<file path="src/hw/rtl/kcl_pkg.sv">
package kcl_pkg;

   localparam int NIBBLE_W   = 4;
   localparam int KEY_W      = 8;
   localparam int CODE_SLOTS = 6;                      // nibbles held by the code register
   localparam int CODE_W     = CODE_SLOTS * NIBBLE_W;
   localparam int COUNT_W    = 3;
   localparam int NUM_DIGITS = 10;

   typedef logic [KEY_W-1:0]    key_type;
   typedef logic [NIBBLE_W-1:0] nibble_type;
   typedef logic [CODE_W-1:0]   code_type;
   typedef logic [COUNT_W-1:0]  count_type;

   localparam key_type  KEY_ENTER         = 8'hBD;
   localparam key_type  KEY_CLEAR         = 8'h7D;
   localparam code_type STORED_CODE_RESET = 24'h888888;

   // scan codes of digits 0..9 in order
   localparam key_type DIGIT_KEYS [NUM_DIGITS] = '{
      8'hE7, 8'hD7, 8'hB7, 8'h77, 8'hEB, 8'hDB, 8'hBB, 8'h7B, 8'hED, 8'hDD
   };

   // digit plus one for a digit key, zero for anything else
   function automatic nibble_type key_to_value(input key_type key);
      nibble_type value;
      value = '0;
      for (int k = 0; k < NUM_DIGITS; k++) begin
         if (key == DIGIT_KEYS[k]) begin
            value = nibble_type'(k + 1);
         end
      end
      return value;
   endfunction

endpackage

</file>
<file path="src/hw/rtl/kcl_if.sv">
interface kcl_req_if
   import kcl_pkg::*;
();
   logic    valid;
   logic    ready;
   key_type key_code;

   modport source (output valid, output key_code, input ready);
   modport sink   (input valid, input key_code, output ready);
endinterface

interface kcl_rsp_if
   import kcl_pkg::*;
();
   logic      valid;
   logic      ready;
   code_type  entered_digits;
   count_type entered_count;
   logic      match_flag;
   logic      lamp_lit;

   modport source (output valid, output entered_digits, output entered_count,
                   output match_flag, output lamp_lit, input ready);
   modport sink   (input valid, input entered_digits, input entered_count,
                   input match_flag, input lamp_lit, output ready);
endinterface

interface kcl_csr_if
   import kcl_pkg::*;
();
   logic     valid;
   logic     ready;
   code_type stored_code;

   modport source (output valid, output stored_code, input ready);
   modport sink   (input valid, input stored_code, output ready);
endinterface

</file>
<file path="src/hw/rtl/keypad_code_lock_top.sv">
// Keypad combination lock.
// req_chan carries one raw keypad scan code per transaction. Digit keys are
// appended to the entry buffer until it holds CODE_LENGTH digits, enter
// compares a full buffer with the stored code, clear blanks the buffer.
// rsp_chan returns exactly one transaction per key: the buffer, the digit
// count, the last comparison result and the lamp, as they stand after the key.
// csr_chan writes the stored code (six nibbles, entry 0 low); it is always
// ready and should only be written while the lock is idle.
// The key is decoded and the state registers, which also form the result
// register, are updated at the accepting edge.
// Throughput is one key per cycle; req_chan.ready is high whenever the result
// register is empty or being taken in the same cycle, so a stalled receiver
// holds the result and stops further keys until it takes it.
// Reset (synchronous) blanks the buffer, clears count, match and lamp, drops
// any pending result and reloads the stored code with 0x888888.
module keypad_code_lock_top
   import kcl_pkg::*;
#(
   parameter int CODE_LENGTH = 6
) (
   input  logic  clock,
   input  logic  reset,
   kcl_req_if.sink   req_chan,
   kcl_rsp_if.source rsp_chan,
   kcl_csr_if.sink   csr_chan
);

   localparam int CntW  = $clog2(CODE_LENGTH + 1);
   localparam int PackN = (CODE_LENGTH < CODE_SLOTS) ? CODE_LENGTH : CODE_SLOTS;

   code_type         stored_code_ff;
   nibble_type       entry_ff [CODE_LENGTH];
   nibble_type       entry_in [CODE_LENGTH];
   logic [CntW-1:0]  count_ff, count_in;
   logic             match_ff, match_in;
   logic             lamp_ff, lamp_in;
   logic             rsp_valid_ff;

   logic             req_take;
   nibble_type       key_value;
   logic             buf_full;
   logic             code_equal;
   code_type         packed_digits;
   logic [CntW+2:0]  count_wide;

   assign req_chan.ready = !rsp_valid_ff || rsp_chan.ready;
   assign req_take       = req_chan.valid && req_chan.ready;
   assign csr_chan.ready = 1'b1;

   assign key_value = key_to_value(req_chan.key_code);
   assign buf_full  = (count_ff == CntW'(CODE_LENGTH));

   // entries beyond the register's six nibbles compare against zero
   always_comb begin
      code_equal = 1'b1;
      for (int k = 0; k < CODE_LENGTH; k++) begin
         if (k < CODE_SLOTS) begin
            if (entry_ff[k] != stored_code_ff[(k % CODE_SLOTS)*NIBBLE_W +: NIBBLE_W]) begin
               code_equal = 1'b0;
            end
         end else if (entry_ff[k] != '0) begin
            code_equal = 1'b0;
         end
      end
   end

   always_comb begin
      entry_in = entry_ff;
      count_in = count_ff;
      match_in = match_ff;
      lamp_in  = lamp_ff;
      if (key_value != '0) begin
         if (!buf_full) begin
            for (int k = 0; k < CODE_LENGTH; k++) begin
               if (count_ff == CntW'(k)) begin
                  entry_in[k] = key_value;
               end
            end
            count_in = count_ff + CntW'(1);
         end
      end else if (req_chan.key_code == KEY_ENTER) begin
         if (buf_full) begin
            match_in = code_equal;
            lamp_in  = lamp_ff || code_equal;
         end
      end else if (req_chan.key_code == KEY_CLEAR) begin
         for (int k = 0; k < CODE_LENGTH; k++) begin
            entry_in[k] = '0;
         end
         count_in = '0;
      end
   end

   always_ff @(posedge clock) begin
      if (reset) begin
         for (int k = 0; k < CODE_LENGTH; k++) begin
            entry_ff[k] <= '0;
         end
         count_ff     <= '0;
         match_ff     <= 1'b0;
         lamp_ff      <= 1'b0;
         rsp_valid_ff <= 1'b0;
      end else begin
         if (req_take) begin
            entry_ff <= entry_in;
            count_ff <= count_in;
            match_ff <= match_in;
            lamp_ff  <= lamp_in;
         end
         if (req_take) begin
            rsp_valid_ff <= 1'b1;
         end else if (rsp_chan.ready) begin
            rsp_valid_ff <= 1'b0;
         end
      end
   end

   always_ff @(posedge clock) begin
      if (reset) begin
         stored_code_ff <= STORED_CODE_RESET;
      end else if (csr_chan.valid && csr_chan.ready) begin
         stored_code_ff <= csr_chan.stored_code;
      end
   end

   // state registers double as the result register: they only move on a
   // transaction, which can only happen once the pending result is taken
   always_comb begin
      packed_digits = '0;
      for (int k = 0; k < PackN; k++) begin
         packed_digits[k*NIBBLE_W +: NIBBLE_W] = entry_ff[k];
      end
   end

   assign count_wide              = {3'b000, count_ff};
   assign rsp_chan.valid          = rsp_valid_ff;
   assign rsp_chan.entered_digits = packed_digits;
   assign rsp_chan.entered_count  = count_wide[COUNT_W-1:0];
   assign rsp_chan.match_flag     = match_ff;
   assign rsp_chan.lamp_lit       = lamp_ff;

   a_lamp_sticky: assert property (@(posedge clock) disable iff (reset)
      lamp_ff |=> lamp_ff)
      else $error("lamp went dark without reset");

   a_count_bound: assert property (@(posedge clock) disable iff (reset)
      count_ff <= CntW'(CODE_LENGTH))
      else $error("digit count beyond code length");

   a_clear_empties: assert property (@(posedge clock) disable iff (reset)
      req_take && req_chan.key_code == KEY_CLEAR |=> count_ff == '0)
      else $error("clear key left digits in the buffer");

   a_match_lights: assert property (@(posedge clock) disable iff (reset)
      req_take && req_chan.key_code == KEY_ENTER && buf_full && code_equal
      |=> match_ff && lamp_ff)
      else $error("matching code did not light the lamp");

endmodule
</file>
<file path="src/flat_wrapper.sv">
// flat-port wrapper written by rule: the top's interface ports become plain ports
module keypad_code_lock_top_flat import kcl_pkg::*;
#(
   parameter int CODE_LENGTH = 6
)
  (clock, reset, req_chan_valid, req_chan_key_code, req_chan_ready, rsp_chan_valid, rsp_chan_entered_digits, rsp_chan_entered_count, rsp_chan_match_flag, rsp_chan_lamp_lit, rsp_chan_ready, csr_chan_valid, csr_chan_stored_code, csr_chan_ready);
  kcl_req_if req_chan_i ();
  kcl_rsp_if rsp_chan_i ();
  kcl_csr_if csr_chan_i ();
  input  logic clock;
  input  logic reset;
  input wire logic [$bits(req_chan_i.valid)-1:0] req_chan_valid;
  input wire logic [$bits(req_chan_i.key_code)-1:0] req_chan_key_code;
  output wire logic [$bits(req_chan_i.ready)-1:0] req_chan_ready;
  output wire logic [$bits(rsp_chan_i.valid)-1:0] rsp_chan_valid;
  output wire logic [$bits(rsp_chan_i.entered_digits)-1:0] rsp_chan_entered_digits;
  output wire logic [$bits(rsp_chan_i.entered_count)-1:0] rsp_chan_entered_count;
  output wire logic [$bits(rsp_chan_i.match_flag)-1:0] rsp_chan_match_flag;
  output wire logic [$bits(rsp_chan_i.lamp_lit)-1:0] rsp_chan_lamp_lit;
  input wire logic [$bits(rsp_chan_i.ready)-1:0] rsp_chan_ready;
  input wire logic [$bits(csr_chan_i.valid)-1:0] csr_chan_valid;
  input wire logic [$bits(csr_chan_i.stored_code)-1:0] csr_chan_stored_code;
  output wire logic [$bits(csr_chan_i.ready)-1:0] csr_chan_ready;
  assign req_chan_i.valid = req_chan_valid;
  assign req_chan_i.key_code = req_chan_key_code;
  assign req_chan_ready = req_chan_i.ready;
  assign rsp_chan_valid = rsp_chan_i.valid;
  assign rsp_chan_entered_digits = rsp_chan_i.entered_digits;
  assign rsp_chan_entered_count = rsp_chan_i.entered_count;
  assign rsp_chan_match_flag = rsp_chan_i.match_flag;
  assign rsp_chan_lamp_lit = rsp_chan_i.lamp_lit;
  assign rsp_chan_i.ready = rsp_chan_ready;
  assign csr_chan_i.valid = csr_chan_valid;
  assign csr_chan_i.stored_code = csr_chan_stored_code;
  assign csr_chan_ready = csr_chan_i.ready;
  keypad_code_lock_top #(.CODE_LENGTH(CODE_LENGTH)) u_core (.clock(clock), .reset(reset), .req_chan(req_chan_i), .rsp_chan(rsp_chan_i), .csr_chan(csr_chan_i));
endmodule
</file>
<file path="config.mk">
export PLATFORM = sky130hd
export DESIGN_NAME = keypad_code_lock_top_flat
export DESIGN_NICKNAME = d
export VERILOG_FILES = /design/src/hw/rtl/kcl_pkg.sv /design/src/hw/rtl/kcl_if.sv /design/src/hw/rtl/keypad_code_lock_top.sv /design/src/flat_wrapper.sv
export SDC_FILE = /design/constraint.sdc
export NUM_CORES = 1
export LEC_CHECK = 0
export BUFFER_PORTS_ARGS = -buffer_cell sky130_fd_sc_hd__buf_4
export CAP_MARGIN = 10
export CORE_MARGIN = 5
export CORE_UTILIZATION = 55
export CTS_BUF_LIST = sky130_fd_sc_hd__clkbuf_2
export DETAILED_ROUTE_END_ITERATION = 16
export PLACE_DENSITY_LB_ADDON = 0.12
export SYNTH_ARGS = -nofsm -noshare
export SYNTH_HDL_FRONTEND = slang
export SYNTH_SLANG_ARGS = --single-unit
</file>
<file path="constraint.sdc">
create_clock -name clock -period 2.5 [get_ports clock]
set_clock_uncertainty 0.15 [all_clocks]
set_input_delay 0.5 -clock clock [delete_from_list [all_inputs] [get_ports clock]]
set_output_delay 0.5 -clock clock [all_outputs]
set_load 0.02 [all_outputs]
</file>
* Word level (Yosys, flattened, before mapping)
Cells that the tools add are included.
** Storage, ports and cells
- Register bits after elaboration :: 54
- Latch bits :: 0
- Bits in writable memories :: 0
- Bits in read-only memories :: 0
- Input bits :: 37
- Output and inout port bits :: 32
- Logic and storage cells :: 93
- Memories kept :: 0
** Operators by class
- $add $sub $neg :: 1
- $mul :: 0
- Divide/modulo/power cells :: 0
- Magnitude comparators :: 0
- Equal/unequal tests :: 32
- Shifts and indexed selects :: 0
- Muxes and demuxes :: 32
- Bitwise operators :: 1
- Reductions and logical operators :: 16
** Operators by type and width (count)
- 24-bit 2-to-1 mux :: 4
- 8-bit equality test, second input constant :: 9
- 4-bit 2-to-1 mux :: 15
- 5-bit AND reduction :: 6
- 8-bit by 7-bit equality test with 1-bit output, second input constant :: 3
- 4-bit inequality test :: 6
- 2-bit inequality test, second input constant :: 7
- 3-bit 2-to-1 mux :: 4
- 3-bit equality test, second input constant :: 3
- 1-bit 2-to-1 mux :: 9
- 4-bit AND reduction :: 2
- 3-bit by 2-bit equality test with 1-bit output, second input constant :: 2
- 2-bit nonzero test :: 2
- 4-bit nonzero test :: 1
- 3-bit by 1-bit adder with 3-bit output, second input constant :: 1
- 3-bit by 1-bit equality test with 1-bit output, second input constant :: 1
- 3-bit zero test :: 1
- 1-bit logical OR :: 2
- 2-bit by 1-bit inequality test with 1-bit output, second input constant :: 1
- 1-bit logical AND :: 1
- 1-bit zero test :: 1
- 1-bit NOT :: 1

* Logic depth before layout (Yosys ltp)
Gate-level depths: netlist (run 1).
- Word-level depth :: 14
- Depth in mapped cells :: 6
- Gate-level depth less buffers :: 6

* Least setup slack after synthesis (run 1)
OpenSTA, ideal clock, no wires.
- Path type :: input-to-reg
- From :: in req_chan_key_code[1]
- To :: reg u_core.entry_ff (netlist bit u_core.rsp_chan.entered_digits[12])
- Setup time :: 116 ps
- Data arrival time :: 1991 ps
- Required time :: 2234 ps
- Path slack :: 243 ps
- Cell stages on the path :: 6
- Buffers on the path :: 1
- Path through :: nand4b_1 > or2_2 > buf_2 > nor2_1 > a21oi_1 > a31o_2
** On the way
- Cells in the longest elaborated chain, start to end :: 14
** Ends and longest elaborated chain
- start, declared :: line flat_wrapper.sv:13 : input wire logic [$bits(req_chan_i.key_code)-1:0] req_chan_key_code;
- 8-bit equality test :: line kcl_pkg.sv:29 : if (key == DIGIT_KEYS[k]) begin
- 1-bit 2-to-1 mux :: line kcl_pkg.sv:29
- 4-bit 2-to-1 mux (9 in series) :: line kcl_pkg.sv:29
- 4-bit nonzero test or 4-bit 2-to-1 mux (tied branches) :: line keypad_code_lock_top.sv:72, keypad_code_lock_top.sv:75
- 2-bit inequality test (no source line) (tied with other cells)
- 5-bit AND reduction (no source line) or 24-bit 2-to-1 mux (tied branches)
- end signal, assigned :: line keypad_code_lock_top.sv:105 : entry_ff <= entry_in;
- end, declared :: line keypad_code_lock_top.sv:32 : nibble_type entry_ff [CODE_LENGTH];
Parallel ways exist; a longest one is shown, timed or not. The select of a mux whose other input is x is not followed.
A chain may end at the register's enable or synchronous reset.

* Final worst setup path (run 1)
- From :: in req_chan_key_code[4]
- To :: reg u_core.entry_ff (netlist bit u_core.rsp_chan.entered_digits[1])
** On the way
- Cells in the longest elaborated chain, start to end :: 14
** Ends and longest elaborated chain
- 8-bit equality test :: line kcl_pkg.sv:29
- 1-bit 2-to-1 mux :: line kcl_pkg.sv:29
- 4-bit 2-to-1 mux (9 in series) :: line kcl_pkg.sv:29
- 4-bit nonzero test :: line keypad_code_lock_top.sv:72 : if (key_value != '0) begin
- 2-bit inequality test (no source line) (tied with other cells)
- 5-bit AND reduction (no source line)
Parallel ways exist; a longest one is shown, timed or not. The select of a mux whose other input is x is not followed.

==> results of run 1 <==
-- final timing paths --
| path | from | endpoint | slack (ns) | depth (start not counted) |
|---|---|---|---|---|
| setup / recovery | req_chan_key_code[4] | u_core.rsp_chan.entered_digits[1]$_SDFFE_PP0P_ | 0.41 | 7 |
| hold / removal | csr_chan_stored_code[11] | u_core.stored_code_ff[11]$_SDFFE_PP1P_ | 0.09 | 3 |
| setup reg to reg | u_core.rsp_chan.valid$_SDFFE_PP0P_ | u_core.rsp_chan.entered_digits[1]$_SDFFE_PP0P_ | 0.61 | 5 |
| hold reg to reg | u_core.rsp_chan.lamp_lit$_SDFFE_PP0P_ | u_core.rsp_chan.lamp_lit$_SDFFE_PP0P_ | 0.33 | 2 |
-- routing by layer --
metal	vias to the layer above	wire [um]	global-route usage (%)
met4	0	72	6.76
li1	1142	-	-
met2	67	3080	34.8
met3	8	333	3.16
met1	1068	3030	28.4
met5	-	0	0
-- cells in the mapped netlist (2+ instances only) --
library cell and n:
a211oi_1 2, a21boi_4 3, a21oi_1 10, a31o_2 2
a31oi_1 2, and3_1 2, buf_1 2, clkbuf_1 7
dfxtp_1 54, ha_1 5, inv_1 7, mux2i_1 43
nand2_1 36, nand2b_1 4, nand3_1 5, nand4_1 5
nand4b_1 7, nor2_1 30, nor4_1 4, o211ai_1 3
o21ai_0 4, o221ai_1 2, or2_2 2, or2b_1 3
xnor2_1 16, xor2_1 8
-- cell type report --
class                           count  area, um^2  area share, %
Sequential cell                    54        1080           32.0
Inverter                            7        26.3          0.778
Multi-Input combinational cell    213        1540           45.7
Clock inverter                      3        47.5           1.41
Timing Repair Buffer               76         571           16.9
Tap cell                           67        83.8           2.48
Clock buffer                        5        25.0          0.741
-- placed cells by master (no fill, tap or decap), types with 4 or more instances in the layout --
master    synthesis  routed
nor2_1           30      30
buf_4             1      76
o21ai_0           4       4
nand3_1           5       5
ha_1              5       5
mux2i_1          43      43
nand2_1          36      36
a21oi_1          10      10
xor2_1            8       8
xnor2_1          16      16
nor4_1            4       4
inv_1             7       7
dfxtp_1          54      54
nand2b_1          4       4
nand4_1           5       5
clkbuf_2          0       5
nand4b_1          7       7
-- metrics by stage --
step | worst slack, ns | total power [uW] | cell area, um^2 | hold WS [ns] | util [%]
5_1_grt | 0.323 | 1640 | 3380 | 0.0457 | 71.0
2_1_floorplan | 0.243 | 1030 | 2700 | 0.312 | -
3_5_place_dp | -0.0298 | 1110 | 3300 | 0.306 | 69.5
3_3_place_gp | 0.0271 | 1110 | 3300 | 0.286 | 69.5
4_1_cts | 0.443 | 1580 | 3380 | 0.0786 | 71.0
6_report | 0.413 | 1570 | 3380 | 0.0931 | 71.0
-- flip-flops by register name, indices dropped and copies added, names as in the netlist --
| signal | flops |
|---|---|
| u_core.rsp_chan.entered_count | 3 |
| u_core.rsp_chan.entered_digits | 24 |
| u_core.rsp_chan.lamp_lit | 1 |
| u_core.rsp_chan.match_flag | 1 |
| u_core.rsp_chan.valid | 1 |
| u_core.stored_code_ff | 24 |
-- worst register-to-register path: stages (launching register included) --
cell,delay (ns)
dfxtp_1,0.38
nand2b_1,0.12
nand2_1,0.19
a31oi_1,0.46
a21boi_4,0.32
mux2i_1,0.21
-- power by group through the flow --
stage	clock [uW]	combinational [uW]	sequential, uW
3_3_place_gp	0	186	923
2_1_floorplan	0	111	923
5_1_grt	519	210	914
4_1_cts	477	191	910
6_report	471	190	909
3_5_place_dp	0	190	925
-- cells by family (layout without fill, tap and decap cells) --
| family | count (synthesis) | count (layout) | synth area share, % |
|---|---|---|---|
| compound gates | 37 | 37 | 12.2 |
| other cells | 1 | 1 | 0.139 |
| flops | 54 | 54 | 40.1 |
| xor+xnor | 24 | 24 | 7.80 |
| fa+ha+maj | 5 | 5 | 2.32 |
| mux | 43 | 43 | 16.0 |
| simple gates | 103 | 103 | 18.8 |
| buf+inv | 18 | 91 | 2.69 |
==> flow_summary.ini, run 1 <==
[run_status]
status = finished clean

[setup_path]
endpoint_kind = register
worstPathCellList = buf_4 > and4b_2 > o221ai_1 > a221oi_4 > a31oi_1 > a21boi_4 > mux2i_1
crit_slowest_cell = a31oi_1
worst-endpoint-required_ns = 2.73
crit_family = compound AO/OA/AOI/OAI gates
cp.arrival_ns = 2.32
cpPeakStageDelay_ns = 0.47
path_class = primary input to register
cp_num_buf_inv = 1
cp_max_fo = 8
critPathLaunchType = primary input

[logic_synthesis]
syn_nets = 327
yosys_most_used_dff = dfxtp_1
synth_area_leaders = dfxtp_1 40%, mux2i_1 16%, xnor2_1 5.2%
synth_cell_types = 43
yosysTopAreaCell = dfxtp_1
synth_area_um2 = 2700
yosysTopAreaCellShare_pct = 40.1
post_synth.cell_area_avg_um2 = 9.46
yosys_register_bits = 54
synth_edf_count = 0
ys_seq_area_share_pct = 40.1
async_flop_share_pct = 0
postSynthCellCount = 285
yosysWarningCount = 0

[finish]
layout-drive-gt1-share_pct = 27.4
nNetsFinal = 399
antennaDiodeCount = 0
fin_cells = 425
fillers = 416
syn_to_final_growth_pct = 25.3

[power]
p_comb_share_pct = 12.1
power_density_nw_per_um2 = 465
power.share.clock_pct = 30.0
seq_power_share_pct = 57.9
irDropWorstVdd_mv = 0.416
switching_power_uw = 407
p_int_uw = 1160
p_leak_uw = 0.00148
switching_share_pct = 25.9

[sta]
drv_slew = 0
max_freq_mhz = 479
tns_ns = 0
rsz0062_at_grt = no
fin_crit_ns = 2.09
setup_viol = 0
slew_headroom_pct = 64.4
tightest_slew_ns = 0.529
post-route-period-util_pct = 83.5
hold_violations = 0

[routing]
ant_nets = 0
avgRoutedWirePerCell_um = 15.3
drt_iter0_drc = 115
drc = 0
wl_um = 6510
num_vias = 2285
drt-vias-per-instance = 5.38
drtPass1Iterations = 4

[grt]
grt_start_max_net_pins = 31
overflow = 0
grt_pass1_wl_um = 10600
grt_usage_pct = 21.2
first_global_vias = 2238
antenna_found_initial = 0

[floorplan]
initial_core_util_pct = 56.7
dieHeight_um = 80
coreArea_um2 = 4750
fp-row-count = 25
die_area_um2 = 6400
die_w_um = 80
design.portCount = 69

[clock_network]
clockBufferDepth = 2
cts_hold_buf = 0
clk_pin_slew_worst_paths_ns = 0.30
ctsResizeCount = 0
htreeDepth = 2
cts_buffers = 5
cts_sinks = 54
cts_tree = done
root_buffer = clkbuf_2
clock_latency_ns = 0.44
cts_setup_buffers = 0

[worst_hold_path]
min_path_type = primary input to register

[placed_design]
dp_hpwl_um = 5010
port-buffer-count = 67
routabilityCongestion = 0.859
dp_cells = 417

[job]
maxCapViolCount = 0
No activity file was read; power rests on OpenSTA's default activity.
==> run 2: changes to the inputs <==
ABC_AREA = 1   (was default)
clock period = 1.92 ns   (was 2.5 ns; I/O delays follow)
==> flow_summary.ini, run 2 <==
[finish]
finalCoreUtilization_pct = 75.4
layout-drive-gt1-share_pct = 23.9
final_cell_mix = 87 x nand2_1, 86 x nor2_1, 84 x buf_4, 54 x dfxtp_1, 40 x inv_1
antennaDiodeCount = 0
fin_cells = 580
stdcell_area_um2 = 3780
layout.area.seq_um2 = 1080
fillers = 397
nNetsFinal = 551
syn_to_final_growth_pct = 35.4
multi_input_area_um2 = 1490
final_common_cell = nand2_1

[setup_path]
cp.arrival_ns = 2.03
worstPathCellList = inv_1 > ha_1 > nand2_1 > inv_1 > o22ai_1 > nand3_1 > nor2_1 > nor2_1
r2r_slack_ns = 0.13
worst-endpoint-required_ns = 2.16
crit_family = simple AND/OR/NAND/NOR gates
endpoint_kind = register
cp_num_buf_inv = 2
cpPeakStageDelay_ns = 0.40
crit_slowest_cell = dfxtp_1
critPathLaunchType = register
path_class = register to register
cp_max_fo = 7

[logic_synthesis]
yosys_register_bits = 54
synth_area_leaders = dfxtp_1 39%, nand2_1 12%, nor2_1 12%
yosysWarningCount = 0
yosysTopAreaCell = dfxtp_1
synth_edf_count = 0
post_synth.cell_area_avg_um2 = 6.87
ys_seq_area_share_pct = 38.7
yosysMostFrequentCell = nand2_1
yosys_most_used_dff = dfxtp_1
syn_nets = 448
synthTopCellsByCount = 87 x nand2_1, 86 x nor2_1, 54 x dfxtp_1, 40 x inv_1, 22 x nand3_1
yosysTopAreaCellShare_pct = 38.7
synth_area_um2 = 2790
postSynthCellCount = 406
async_flop_share_pct = 0
synth_cell_types = 32

[clock_network]
cts_buffers = 5
cts_sinks = 54
cts_tree = done
cts_setup_buffers = 0
clk_pin_slew_worst_paths_ns = 0.29
htreeDepth = 2
root_buffer = clkbuf_2
clock_latency_ns = 0.45
clockBufferDepth = 2

[power]
irDropWorstVdd_mv = 0.418
p_total_uw = 2250
power_density_nw_per_um2 = 595
p_leak_uw = 0.00185

[routing]
avgRoutedWirePerCell_um = 12.1
num_vias = 2795
drt-vias-per-instance = 4.82
wl_um = 7020
ant_nets = 0
drc = 0
drt_iter0_drc = 123
drtPass1Iterations = 4

[placed_design]
routabilityCongestion = 0.847
dp_hpwl_um = 5090
preCtsSetupSlack_ns = -0.134
post_dp_cell_area_um2 = 3470
dp_cells = 550
port-buffer-count = 67

[sta]
drv_slew = 0
post-route-period-util_pct = 93.1
rsz0062_at_grt = no
worst_slack_ns = 0.132
hold_violations = 0
fin_crit_ns = 1.79
max_freq_mhz = 559
setup_viol = 0

[floorplan]
die_w_um = 81.2
die_area_um2 = 6600
fp-row-count = 26
design.portCount = 69
coreArea_um2 = 5010
dieHeight_um = 81.2
initial_core_util_pct = 55.7

[run_status]
status = finished clean

[grt]
antenna_found_initial = 0
grt_usage_pct = 22.5
first_global_vias = 2601
grt_start_max_net_pins = 50
grt_pass1_wl_um = 11700
overflow = 0

[worst_hold_path]
min_path_type = primary input to register

[job]
maxCapViolCount = 0
-- run 2: final cells by class --
type                       instances  share of cell area (%)
clock buffer                       5                   0.662
clock inverter                     3                    1.29
inverter                          47                    4.74
multi-input combinational        294                    39.3
sequential                        54                    28.6
tap                               70                    2.32
timing repair buffer             107                    23.1
-- run 2: repair_timing --
action,CTS,global route
gates resized for setup,0,2
endpoints found under the hold margin,23,3
hold buffers,19,3
setup endpoints to repair,0,6
-- run 2: logic make-up after synthesis --
kind of cell | share of synthesized area, %
simple gates | 37.7
compound gates | 6.19
fa+ha+maj | 2.24
flops | 38.7
other cells | 0.134
xor+xnor | 6.59
buf+inv | 8.43
-- run 2: per-stage QoR --
step / setup TNS (ns) / hold slack [ns]
finish: 0 / 0.0284
floorplan: 0 / 0.292
global route: 0 / 0.00398
detailed placement: -2.54 / 0.293
CTS: 0 / 0.00109
global placement: -1.21 / 0.288
-- run 2: path summary, 6_finish.rpt --
kind | startpoint | endpoint | cells past startpoint
worst min-delay path | rsp_chan_ready | u_core.rsp_chan.valid$_SDFFE_PP0P_ | 4
worst max-delay path | u_core.rsp_chan.entered_count[0]$_SDFFE_PP0P_ | u_core.rsp_chan.entered_digits[17]$_SDFFE_PP0P_ | 8
worst min register to register | u_core.rsp_chan.lamp_lit$_SDFFE_PP0P_ | u_core.rsp_chan.lamp_lit$_SDFFE_PP0P_ | 2
worst max register to register | u_core.rsp_chan.entered_count[0]$_SDFFE_PP0P_ | u_core.rsp_chan.entered_digits[17]$_SDFFE_PP0P_ | 8
-- run 2: power breakdown --
part | internal [uW] | switching [uW] | leakage (uW) | total [uW]
combinational | 201 | 208 | 0.00137 | 409
sequential | 1180 | 42.1 | 0.000443 | 1220
clock | 229 | 386 | 0.0000411 | 615
total | 1610 | 637 | 0.00185 | 2250
-- run 2: per-layer routing --
layer / vias up / routed length (um) / share of wire (%) / GRT usage [%]
met5: - / 0 / 0 / 0
met4: 0 / 156 / 2.2 / 8.61
li1: 1475 / - / - / -
met1: 1233 / 3050 / 43 / 27.0
met2: 71 / 3510 / 50 / 39.4
met3: 16 / 308 / 4.4 / 4.32
-- run 2: worst register-to-register path, stage by stage (launching register included) --
cell and delay, ns:
dfxtp_1 0.40, inv_1 0.07, ha_1 0.21, nand2_1 0.09, inv_1 0.07, o22ai_1 0.24, nand3_1 0.26, nor2_1 0.17
nor2_1 0.06
